--- src/sv/rbc_pkg.sv ---
`timescale 1ns / 1ps

package rbc_pkg;

   // Sequencer states of the backoff datapath.
   typedef enum logic [3:0] {
      ST_IDLE,
      ST_DECIDE,
      ST_EFF,
      ST_RANGE,
      ST_JITTER,
      ST_ACC,
      ST_GROWTH,
      ST_UPDATE,
      ST_OUT
   } state_type;

   // Result status codes.
   localparam logic [1:0] STATUS_WAIT    = 2'd0;
   localparam logic [1:0] STATUS_SUCCESS = 2'd1;
   localparam logic [1:0] STATUS_GIVE_UP = 2'd2;

   // Configuration register indexes.
   localparam logic [2:0] REG_ATTEMPT_LIMIT = 3'd0;
   localparam logic [2:0] REG_INITIAL_DELAY = 3'd1;
   localparam logic [2:0] REG_MAX_DELAY     = 3'd2;
   localparam logic [2:0] REG_MULTIPLIER    = 3'd3;
   localparam logic [2:0] REG_JITTER        = 3'd4;
   localparam logic [2:0] REG_PRNG_SEED     = 3'd5;

   // Register values after reset.
   localparam logic [4:0]  RST_ATTEMPT_LIMIT = 5'd3;
   localparam logic [21:0] RST_INITIAL_DELAY = 22'd100;
   localparam logic [21:0] RST_MAX_DELAY     = 22'd30000;
   localparam logic [12:0] RST_MULTIPLIER    = 13'd512;
   localparam logic [16:0] RST_JITTER        = 17'd16384;
   localparam logic [31:0] SEED_DEFAULT      = 32'd2463534242;

   // Jitter fraction of 1.0 in Q1.16; larger settings are clipped to it.
   localparam logic [16:0] JITTER_ONE = 17'd65536;
   localparam logic [25:0] SUM_MAX    = 26'h3FF_FFFF;

   // One xorshift32 step; an all-zero state is replaced by the default seed.
   function automatic logic [31:0] xorshift32(input logic [31:0] s);
      logic [31:0] x;
      x = (s == 32'd0) ? SEED_DEFAULT : s;
      x = x ^ (x << 13);
      x = x ^ (x >> 17);
      x = x ^ (x << 5);
      return x;
   endfunction

endpackage

--- src/sv/retry_backoff_controller.sv ---
// Retry backoff controller: each request transfer reports the outcome of one attempt of a
// run (error code, zero for success, and a retry-allowed flag) and produces exactly one
// response transfer saying whether to wait and retry, that the run succeeded, or that it
// gave up, together with the delay, the attempt number, the last error and the running
// total of delays. The base delay grows by a Q5.8 multiplier after every failure, capped by
// the maximum delay register, and is spread by xorshift32 jitter; every retry delay is at
// least 1 ms. All products go through one shared 31 x 18 bit multiplier under a small
// sequencer, and the block takes one request at a time: a success or give-up outcome
// passes through the decide and output states, a retry without jitter adds the effective
// base, growth and update states, and a retry with jitter also the range, jitter and
// accumulate states, the three serial uses of the multiplier making it the longest path.
// A new request is accepted in the cycle after the response register is loaded, even
// while that response is still waiting to be taken; a response stall only holds the block
// once the next result is ready to be loaded.
// Configuration registers are written through the csr port whenever the block is idle;
// writing the seed also reloads the generator.
`timescale 1ns / 1ps

module retry_backoff_controller
   import rbc_pkg::*;
#(
   parameter int ATTEMPT_CEILING = 16,
   parameter int DELAY_LIMIT_MS  = 3600000
) (
   input  logic        clock,
   input  logic        reset,
   // Request channel.
   input  logic        req_tvalid,
   output logic        req_tready,
   input  logic [23:0] req_tdata,   // [15:0] error_code, [16] retry_allowed, [23:17] zero
   // Response channel.
   output logic        rsp_tvalid,
   input  logic        rsp_tready,
   output logic [71:0] rsp_tdata,   // [21:0] backoff_ms, [26:22] attempt_number,
                                    // [42:27] error_seen, [68:43] backoff_total_ms,
                                    // [71:69] zero
   output logic [1:0]  rsp_tuser,   // [1:0] status
   // Configuration write channel.
   input  logic        csr_valid,
   output logic        csr_ready,
   input  logic [2:0]  csr_index,
   input  logic [31:0] csr_wdata
);

   // The attempt limit is the smaller of the register and the parameter, never zero.
   localparam logic [4:0]  ATT_CLIP  = (ATTEMPT_CEILING > 31) ? 5'd31 : 5'(ATTEMPT_CEILING);
   localparam logic [21:0] LIMIT_MS  = 22'(DELAY_LIMIT_MS);

   // Configuration registers.
   logic [4:0]  max_att_ff,  max_att_in;
   logic [21:0] init_ff,     init_in;
   logic [21:0] max_dly_ff,  max_dly_in;
   logic [12:0] mult_ff,     mult_in;
   logic [16:0] jitter_ff,   jitter_in;

   // Run state.
   logic [4:0]  attempt_ff,  attempt_in;
   logic [29:0] base_ff,     base_in;
   logic [31:0] prng_ff,     prng_in;
   logic [25:0] sum_ff,      sum_in;
   logic [15:0] recent_ff,   recent_in;

   // Sequencer and working registers.
   state_type   state_ff, state_in;
   logic [15:0] err_ff,      err_in;
   logic        allowed_ff,  allowed_in;
   logic [1:0]  status_ff,   status_in;
   logic [4:0]  att_num_ff,  att_num_in;
   logic [29:0] eff_ff,      eff_in;
   logic [47:0] prod_ff,     prod_in;
   logic [21:0] delay_ff,    delay_in;

   // Response register.
   logic        rsp_valid_ff, rsp_valid_in;
   logic [71:0] rsp_data_ff,  rsp_data_in;
   logic [1:0]  rsp_user_ff,  rsp_user_in;

   // Shared multiplier: unsigned 30-bit operand times signed 18-bit operand.
   logic [29:0]        mul_a;
   logic signed [17:0] mul_b;
   logic signed [48:0] mul_full;

   // Combinational helpers.
   logic        req_fire;
   logic        out_free;
   logic [4:0]  limit;
   logic [21:0] max_dly_clip;
   logic [29:0] cap;
   logic [16:0] jit_clip;
   logic [17:0] s_val;
   logic [29:0] base_sel;
   logic signed [47:0] acc;
   logic [34:0] growth;
   logic [26:0] sum_wide;

   // Clamp a raw delay into 1 .. DELAY_LIMIT_MS.
   function automatic logic [21:0] clamp_delay(input logic [22:0] raw);
      logic [21:0] res;
      if (raw == 23'd0) begin
         res = 22'd1;
      end else if (raw > {1'b0, LIMIT_MS}) begin
         res = LIMIT_MS;
      end else begin
         res = raw[21:0];
      end
      return res;
   endfunction

   assign req_fire   = req_tvalid && req_tready;
   assign out_free   = !rsp_valid_ff || rsp_tready;
   assign req_tready = (state_ff == ST_IDLE);
   // Registers only change between items, so an item always sees one set of settings.
   assign csr_ready  = (state_ff == ST_IDLE);
   assign rsp_tvalid = rsp_valid_ff;
   assign rsp_tdata  = rsp_data_ff;
   assign rsp_tuser  = rsp_user_ff;

   always_comb begin
      limit = (max_att_ff > ATT_CLIP) ? ATT_CLIP : max_att_ff;
      if (limit == 5'd0) begin
         limit = 5'd1;
      end
      max_dly_clip = (max_dly_ff > LIMIT_MS) ? LIMIT_MS : max_dly_ff;
      cap          = {max_dly_clip, 8'h00};
      jit_clip     = (jitter_ff > JITTER_ONE) ? JITTER_ONE : jitter_ff;
      // Jitter factor 2r - 1.0 in signed Q1.16, taken from the top half of the generator.
      s_val        = {1'b0, prng_ff[31:16], 1'b0} - 18'd65536;
      base_sel     = (attempt_ff <= 5'd1) ? {init_ff, 8'h00} : base_ff;
      acc          = $signed({2'b00, eff_ff, 16'h0000}) + $signed(prod_ff);
      growth       = prod_ff[42:8];
      sum_wide     = {1'b0, sum_ff} + {5'b00000, delay_ff};
   end

   // Operand selection for the shared multiplier.
   always_comb begin
      case (state_ff)
         ST_RANGE: begin
            mul_a = eff_ff;
            mul_b = $signed({1'b0, jit_clip});
         end
         ST_JITTER: begin
            mul_a = prod_ff[45:16];
            mul_b = $signed(s_val);
         end
         ST_GROWTH: begin
            mul_a = eff_ff;
            mul_b = $signed({5'b00000, mult_ff});
         end
         default: begin
            mul_a = eff_ff;
            mul_b = 18'sd0;
         end
      endcase
   end

   assign mul_full = $signed({1'b0, mul_a}) * mul_b;

   // Next state.
   always_comb begin
      state_in = state_ff;
      case (state_ff)
         ST_IDLE: begin
            if (req_fire) begin
               state_in = ST_DECIDE;
            end
         end
         ST_DECIDE: begin
            if (err_ff != 16'd0 && allowed_ff && attempt_ff < limit) begin
               state_in = ST_EFF;
            end else begin
               state_in = ST_OUT;
            end
         end
         ST_EFF: begin
            state_in = (jitter_ff != 17'd0) ? ST_RANGE : ST_GROWTH;
         end
         ST_RANGE:  state_in = ST_JITTER;
         ST_JITTER: state_in = ST_ACC;
         ST_ACC:    state_in = ST_GROWTH;
         ST_GROWTH: state_in = ST_UPDATE;
         ST_UPDATE: state_in = ST_OUT;
         ST_OUT: begin
            if (out_free) begin
               state_in = ST_IDLE;
            end
         end
         default: state_in = ST_IDLE;
      endcase
   end

   // Datapath and register updates driven by the sequencer.
   always_comb begin
      max_att_in   = max_att_ff;
      init_in      = init_ff;
      max_dly_in   = max_dly_ff;
      mult_in      = mult_ff;
      jitter_in    = jitter_ff;
      attempt_in   = attempt_ff;
      base_in      = base_ff;
      prng_in      = prng_ff;
      sum_in       = sum_ff;
      recent_in    = recent_ff;
      err_in       = err_ff;
      allowed_in   = allowed_ff;
      status_in    = status_ff;
      att_num_in   = att_num_ff;
      eff_in       = eff_ff;
      prod_in      = prod_ff;
      delay_in     = delay_ff;
      rsp_valid_in = rsp_valid_ff;
      rsp_data_in  = rsp_data_ff;
      rsp_user_in  = rsp_user_ff;

      if (rsp_valid_ff && rsp_tready) begin
         rsp_valid_in = 1'b0;
      end

      if (csr_valid && csr_ready) begin
         case (csr_index)
            REG_ATTEMPT_LIMIT: max_att_in = csr_wdata[4:0];
            REG_INITIAL_DELAY: init_in    = csr_wdata[21:0];
            REG_MAX_DELAY:     max_dly_in = csr_wdata[21:0];
            REG_MULTIPLIER:    mult_in    = csr_wdata[12:0];
            REG_JITTER:        jitter_in  = csr_wdata[16:0];
            REG_PRNG_SEED:     prng_in    = csr_wdata;
            default: begin
            end
         endcase
      end

      case (state_ff)
         ST_IDLE: begin
            if (req_fire) begin
               err_in     = req_tdata[15:0];
               allowed_in = req_tdata[16];
            end
         end
         ST_DECIDE: begin
            att_num_in = attempt_ff;
            delay_in   = 22'd0;
            if (err_ff == 16'd0) begin
               status_in = STATUS_SUCCESS;
            end else begin
               recent_in = err_ff;
               if (!allowed_ff || attempt_ff >= limit) begin
                  status_in = STATUS_GIVE_UP;
               end else begin
                  status_in = STATUS_WAIT;
               end
            end
         end
         ST_EFF: begin
            eff_in = (base_sel < cap) ? base_sel : cap;
            if (jitter_ff != 17'd0) begin
               prng_in = xorshift32(prng_ff);
            end
         end
         ST_RANGE: begin
            prod_in = mul_full[47:0];
         end
         ST_JITTER: begin
            prod_in = mul_full[47:0];
         end
         ST_ACC: begin
            // The sum is never negative, since the jitter range never exceeds the base.
            delay_in = clamp_delay(acc[46:24]);
         end
         ST_GROWTH: begin
            prod_in = mul_full[47:0];
            if (jitter_ff == 17'd0) begin
               delay_in = clamp_delay({1'b0, eff_ff[29:8]});
            end
         end
         ST_UPDATE: begin
            base_in    = (growth < {5'b00000, cap}) ? growth[29:0] : cap;
            sum_in     = sum_wide[26] ? SUM_MAX : sum_wide[25:0];
            attempt_in = attempt_ff + 5'd1;
         end
         ST_OUT: begin
            if (out_free) begin
               rsp_valid_in = 1'b1;
               rsp_user_in  = status_ff;
               rsp_data_in  = {3'b000, sum_ff, recent_ff, att_num_ff, delay_ff};
               if (status_ff != STATUS_WAIT) begin
                  // The run has ended: the next outcome opens a fresh run.
                  attempt_in = 5'd1;
                  base_in    = {init_ff, 8'h00};
                  sum_in     = 26'd0;
                  recent_in  = 16'd0;
               end
            end
         end
         default: begin
         end
      endcase
   end

   always_ff @(posedge clock) begin
      if (reset) begin
         state_ff     <= ST_IDLE;
         rsp_valid_ff <= 1'b0;
         max_att_ff   <= RST_ATTEMPT_LIMIT;
         init_ff      <= RST_INITIAL_DELAY;
         max_dly_ff   <= RST_MAX_DELAY;
         mult_ff      <= RST_MULTIPLIER;
         jitter_ff    <= RST_JITTER;
         attempt_ff   <= 5'd1;
         base_ff      <= {RST_INITIAL_DELAY, 8'h00};
         prng_ff      <= SEED_DEFAULT;
         sum_ff       <= 26'd0;
         recent_ff    <= 16'd0;
      end else begin
         state_ff     <= state_in;
         rsp_valid_ff <= rsp_valid_in;
         max_att_ff   <= max_att_in;
         init_ff      <= init_in;
         max_dly_ff   <= max_dly_in;
         mult_ff      <= mult_in;
         jitter_ff    <= jitter_in;
         attempt_ff   <= attempt_in;
         base_ff      <= base_in;
         prng_ff      <= prng_in;
         sum_ff       <= sum_in;
         recent_ff    <= recent_in;
      end
   end

   always_ff @(posedge clock) begin
      err_ff      <= err_in;
      allowed_ff  <= allowed_in;
      status_ff   <= status_in;
      att_num_ff  <= att_num_in;
      eff_ff      <= eff_in;
      prod_ff     <= prod_in;
      delay_ff    <= delay_in;
      rsp_data_ff <= rsp_data_in;
      rsp_user_ff <= rsp_user_in;
   end

`ifndef SYNTH
   // The attempt counter always stays within 1 .. the attempt ceiling clipped to 31.
   assert property (@(posedge clock) disable iff (reset)
      attempt_ff != 5'd0 && attempt_ff <= ATT_CLIP)
      else $error("attempt counter out of range");

   // A retry response always carries a nonzero delay, any other status a zero delay.
   assert property (@(posedge clock) disable iff (reset)
      rsp_valid_ff |-> ((rsp_user_ff == STATUS_WAIT) == (rsp_data_ff[21:0] != 22'd0)))
      else $error("delay does not match status");

   // Leaving the output state always loads the response register with the computed status.
   assert property (@(posedge clock) disable iff (reset)
      (state_ff == ST_OUT && state_in == ST_IDLE) |=>
         (rsp_valid_ff && rsp_user_ff == $past(status_ff)))
      else $error("response not loaded on completion");
`endif

endmodule

--- config.mk ---
export PLATFORM = sky130hd
export DESIGN_NAME = retry_backoff_controller
export DESIGN_NICKNAME = d
export VERILOG_FILES = /design/src/sv/rbc_pkg.sv /design/src/sv/retry_backoff_controller.sv
export SDC_FILE = /design/constraint.sdc
export NUM_CORES = 2
export LEC_CHECK = 0
export BUFFER_PORTS_ARGS = -buffer_cell sky130_fd_sc_hd__buf_2
export CAP_MARGIN = 20
export CORE_ASPECT_RATIO = 1.4
export CORE_MARGIN = 2
export CORE_UTILIZATION = 40
export CTS_CLUSTER_SIZE = 28
export DETAILED_ROUTE_END_ITERATION = 16
export SYNTH_ARGS = -nofsm -noshare
export SYNTH_HDL_FRONTEND = slang
export SYNTH_SLANG_ARGS = --single-unit
--- constraint.sdc ---
create_clock -name clock -period 22.6 [get_ports clock]
set_input_delay 1.13 -clock clock [delete_from_list [all_inputs] [get_ports clock]]
set_output_delay 1.13 -clock clock [all_outputs]
set_load 0.01 [all_outputs]
# After elaboration in Yosys (flattened, before gate mapping)
# Index checks and enable logic that the tools add are counted.
# op_classes
addsub,4
multipliers,1
magnitude_cmp,10
n_eq_ne,18
n_mux,43
bitwise_logic,3
reduce_logical,35
# op_table
cell,n
30-bit two-way mux,6
32-bit two-way mux,5
22-bit two-way mux,6
26-bit two-way mux,3
22-bit case mux with 3 select lines,1
32-bit XOR,2
30-bit case mux with 2 select lines,1
18-bit case mux with 3 select lines,1
26-bit case mux with 2 select lines,1
16-bit two-way mux,3
47-bit adder,1
31-bit by 18-bit multiplier with 47-bit output,1
"22-bit > comparator, second input constant",2
4-bit case mux with 9 select lines,1
35-bit by 30-bit less-than comparator with 1-bit output,1
32-bit zero test,1
16-bit case mux with 2 select lines,1
32-bit by 15-bit XOR with 32-bit output,1
30-bit less-than comparator,1
26-bit by 22-bit adder with 27-bit output,1
"23-bit by 22-bit > comparator with 1-bit output, second input constant",1
23-bit zero test,1
22-bit zero test,1
5-bit two-way mux,4
38 further kinds,67
# word_totals
regBits,387
inputBits,64
out_inout_bits,77
elab_cells,136

# Logic depth before layout (Yosys ltp)
# depth
depth_word,8
mapped_depth,32
ltp_nobuf,30

# Worst setup path after synthesis
# Ideal clock, no wire load.
# synth_path
path_kind,reg-to-reg
start,register state_ff[1]
end,"register prod_ff[46], data pin"
setup_ns,0.261
t_arrival_ns,7.720
t_required_ns,22.339
path_slack_ns,14.619
stages_incl_launch_ff,29
n_path_buf,3
period_less_slack_ns,7.981
cell_sequence,dfxtp_1 buf_2 nor4b_4 clkbuf_1 clkbuf_1 mux2i_1 nor2_1 fa_1 inv_1 fa_1 fa_1 fa_1 inv_1 fa_1 inv_1 fa_1 inv_1 ha_1 o21a_1 a21oi_1 nor3b_1 o31ai_1 o311a_1 o31ai_2 a31oi_4 o21ai_2 o21ai_2 a211oi_2 xnor2_1
# synth_between
elab_chain_len,3
elab_cells_between_ends,6
cone_classes,1 x mul; 3 x eq/ne; 2 x mux
# synth_rtl
item,line_no,rtl
"start, declared",retry_backoff_controller.sv:64,"state_type state_ff, state_in;"
"start signal, assigned",retry_backoff_controller.sv:313,state_ff <= state_in;
4-bit by 3-bit == test with 1-bit output / 4-bit by 2-bit == test with 1-bit output (equally long branches),retry_backoff_controller.sv:136,case (state_ff)
18-bit case mux with 3 select lines / 30-bit two-way mux (equally long branches),retry_backoff_controller.sv:136,
31-bit by 18-bit multiplier with 47-bit output (*),retry_backoff_controller.sv:156,"assign mul_full = $signed({1'b0, mul_a}) * mul_b;"
named net mul_full[46],retry_backoff_controller.sv:81,logic signed [48:0] mul_full;
"end signal, assigned",retry_backoff_controller.sv:334,prod_ff <= prod_in;
"end, declared",retry_backoff_controller.sv:70,"logic [47:0] prod_ff, prod_in;"
# Mark *: on every way through the listed nets, which the timed path passes. The rest lies on a longest branch.
# A chain may end at the register's enable or synchronous reset.

# Worst setup path after layout
# Ends and elaborated chain as after synthesis.

==> summary.txt <==
DRT antenna net count -> 0
Final nets -> 4762
Post-Route Setup TNS -> 0 ps
Post-cts sizing count -> 0
Routed WL -> 104 mm
Clk buf depth -> 3
FF-to-FF setup slack -> 12740 ps
Largest net degree at the start of global routing -> 102
Via density -> 5.35
Vias in the first global route -> 28996
Maximum vdd drop -> 43.8 uV
Ys Warns -> 0
Pre-antenna DRT Iters -> 6
Crit path max fanout -> 22
Worst-path clk slew -> 70 ps
Post-synth top area cell -> fa_1
Terminus of the critical flop-to-flop path -> prod_ff[46]
Crit. path cell count -> 28
GPL Wtd Cong -> 0.918
Slew @ Worst Pin -> 1120 ps
CTS tree -> done
DIE HEIGHT -> 359 um
Synthesized area per cell -> 9.15 um2
Max cap viols -> 0
Row Count -> 130
Worst setup startpoint -> state_ff[1]
Reg2reg start -> state_ff[1]
Slowest library cell on the worst path -> nor4bb_1
Die width -> 257 um
Critical Path Sink Type -> register
Fill count -> 8750
Synth area leaders -> fa_1 (25%), edfxtp_1 (16%), dfxtp_1 (11%)
Clock group share of total power -> 36.7%
CTS Buf Count -> 38
Sink Count -> 379
Pleak -> 17.7 nW
CORE AREA -> 89500 um2
GRT Util Overall -> 22.9%
Critical path class -> reg2reg
Cell Int Power -> 1.21 mW
Htree depth -> 2
Worst EP required -> 22920 ps
Layout area overhead -> 9.29%
Final Hold Fails -> 0
Gate power share -> 17.0%
Post-synth top area share -> 25.0%
Clk root buf -> clkbuf_16
Total power -> 1.71 mW
CP dominant cell by count -> fa_1
Worst reg-to-reg path cell count -> 28
Clk_lat worst skew -> 580 ps
RSZ-0062 raised after global routing -> no
CP top delay family -> adder cells
Register area share after synthesis -> 26.3%
Sw Share -> 29.5%
Total number of vias -> 27980
Setup Buffers After CTS -> 0
Drt wl/cell -> 19.9 um
Seq cells post-synth -> 379
Synthesized area -> 35900 um2
Post-layout minimum cycle time -> 9860 ps
Initial antenna violation count -> 0
IO Pins -> 141
Async S/R FF share, synth -> 0%
Post-CTS Hold Fix Bufs -> 0
Die area -> 92300 um2
Hold Crit Class -> reg2reg
Initial Utilization -> 40.2%
Finish-stage setup viols -> 0
Clock Skews -> 37.0 ps
Main synth FF type -> dfxtp_1
Most frequent cells in the layout -> nand2_1 (561), inv_1 (545), nor2_1 (455)
N_diodes -> 0
Capture point of the worst path -> prod_ff[46]
Fmax -> 101 MHz
Psw -> 507 uW
Share of layout cells above drive strength 1 -> 8.94%
Initial DRC Count -> 1749
HPWL after DPL -> 83.5 mm
Commonest non-fill, non-tap cell in the layout -> nand2_1
Global-route wire length before repair -> 165 mm
Global route total overflow -> 0
Post-Syn Instances -> 3928
Outcome -> finished clean
Post-route clock period utilization -> 43.6%
Slew Viols, Final -> 0
# DRC -> 0
Slew HR -> 25.3%
Post-synth EDFFs -> 186
Arr. time, crit path -> 10170 ps
Critical path's largest stage delay -> 930 ps
WHS -> 427 ps
Buffers added on ports -> 130
Buf/Inv on CP -> 5
Startpoint Class -> register
Synth unique cells -> 86
Pwr dens -> 43.7 nW/um2
Flop pwr share -> 46.3%
[layer usage]
layer  vias to the layer above  GRT usage, %  share of wire, %
met5                         -             0                 0
met4                         0          11.6               5.7
met3                       227          1.52               3.6
met2                       760          43.1                52
met1                     13983          26.1                38
li1                      13010             -                 -
[worst min-delay path by stage]
stage                       start            end  slack (ps)  cells past startpoint
floorplan           att_num_ff[0]  rsp_tdata[22]         400                      0
global placement    att_num_ff[1]  rsp_tdata[23]         400                      0
detailed placement  att_num_ff[4]  rsp_tdata[26]         410                      0
CTS                 att_num_ff[3]  rsp_tdata[25]         430                      0
global route         recent_ff[9]  rsp_tdata[36]         450                      0
finish              att_num_ff[4]  rsp_tdata[26]         430                      0
[layout make-up]
cell class / count / area, um2 / share of cell area (%)
clock inverters: 23 / 210 / 0.535
repair buffers: 203 / 1210 / 3.07
flip-flops and latches: 379 / 9450 / 24.1
clock buffers: 46 / 1000 / 2.55
inverters: 545 / 2050 / 5.21
well taps: 1188 / 1490 / 3.79
multi-input cells: 2842 / 23900 / 60.8
[worst register-to-register path: cells and delay by family, from the launching register on]
| family | cells | cell delay [ps] |
|---|---|---|
| flops | 1 | 670 |
| simple gates | 5 | 2320 |
| xor+xnor | 1 | 100 |
| buf+inv | 5 | 590 |
| fa+ha+maj | 7 | 3430 |
| compound gates | 10 | 2510 |
[metrics by stage]
stage / setup WS, ps / std cells / util, % / cell area [um2]
2_1_floorplan: 14620 / 3930 / - / 35900
3_3_place_gp: 12840 / 5155 / 42.5 / 38000
3_5_place_dp: 12850 / 5156 / 42.5 / 38000
4_1_cts: 12820 / 5225 / 43.9 / 39300
5_1_grt: 12180 / 5226 / 43.9 / 39300
6_report: 12740 / 5226 / 43.9 / 39300
[cell usage after synthesis, types with 10 or more instances]
library cell and number:
ha_1 241, o21bai_1 10, o21ai_1 11, nand2_1 561, a22o_1 11, nand3b_1 13
nand2b_1 36, o21a_1 14, a221oi_1 14, o21ai_0 68, mux2i_1 48, nand4_1 28
o22ai_1 23, nor3_1 42, fa_1 448, nand3_1 51, xnor2_1 87, o211ai_1 17
mux2_2 50, a21o_1 52, and3_1 15, and2_1 15, a211oi_1 12, inv_1 545
edfxtp_1 186, nor2b_1 29, nor2_1 458, clkbuf_1 148, or2_2 15, a31oi_1 11
a22oi_1 50, xor2_1 51, dfxtp_1 193, a21oi_1 213, nor4_1 32
[cells by family (layout without fill, tap and decap cells)]
kind of cell	after synthesis	count (layout)	share of synthesized area, %
multiplexers	99	99	2.94
XOR/XNOR	138	138	3.36
AND/OR/NAND/NOR	1330	1330	16.0
other	1	3	0.0104
AO/OA/AOI/OAI	583	583	10.5
flip-flops	379	379	26.3
buffers and inverters	709	817	7.49
adder cells (fa/ha/maj)	689	689	33.4
[flip-flops by register name (all words and copies together) (netlist names), 13 cells and up]
register and count:
rsp_tdata 69, prod_ff 39, prng_ff 32, base_ff 30, eff_ff 30, sum_ff 26, delay_ff 22, init_ff 22
max_dly_ff 22, jitter_ff 17, err_ff 16, recent_ff 16, mult_ff 13
[power groups by stage]
stage / Clock (mW) / Sequential [mW] / Combinational, mW
after floorplan: 0 / 0.794 / 0.201
after global placement: 0 / 0.808 / 0.287
after detailed placement: 0 / 0.808 / 0.289
after CTS: 0.643 / 0.793 / 0.291
after global routing: 0.666 / 0.797 / 0.321
final: 0.630 / 0.794 / 0.291
(Power assumes the default switching activity.)
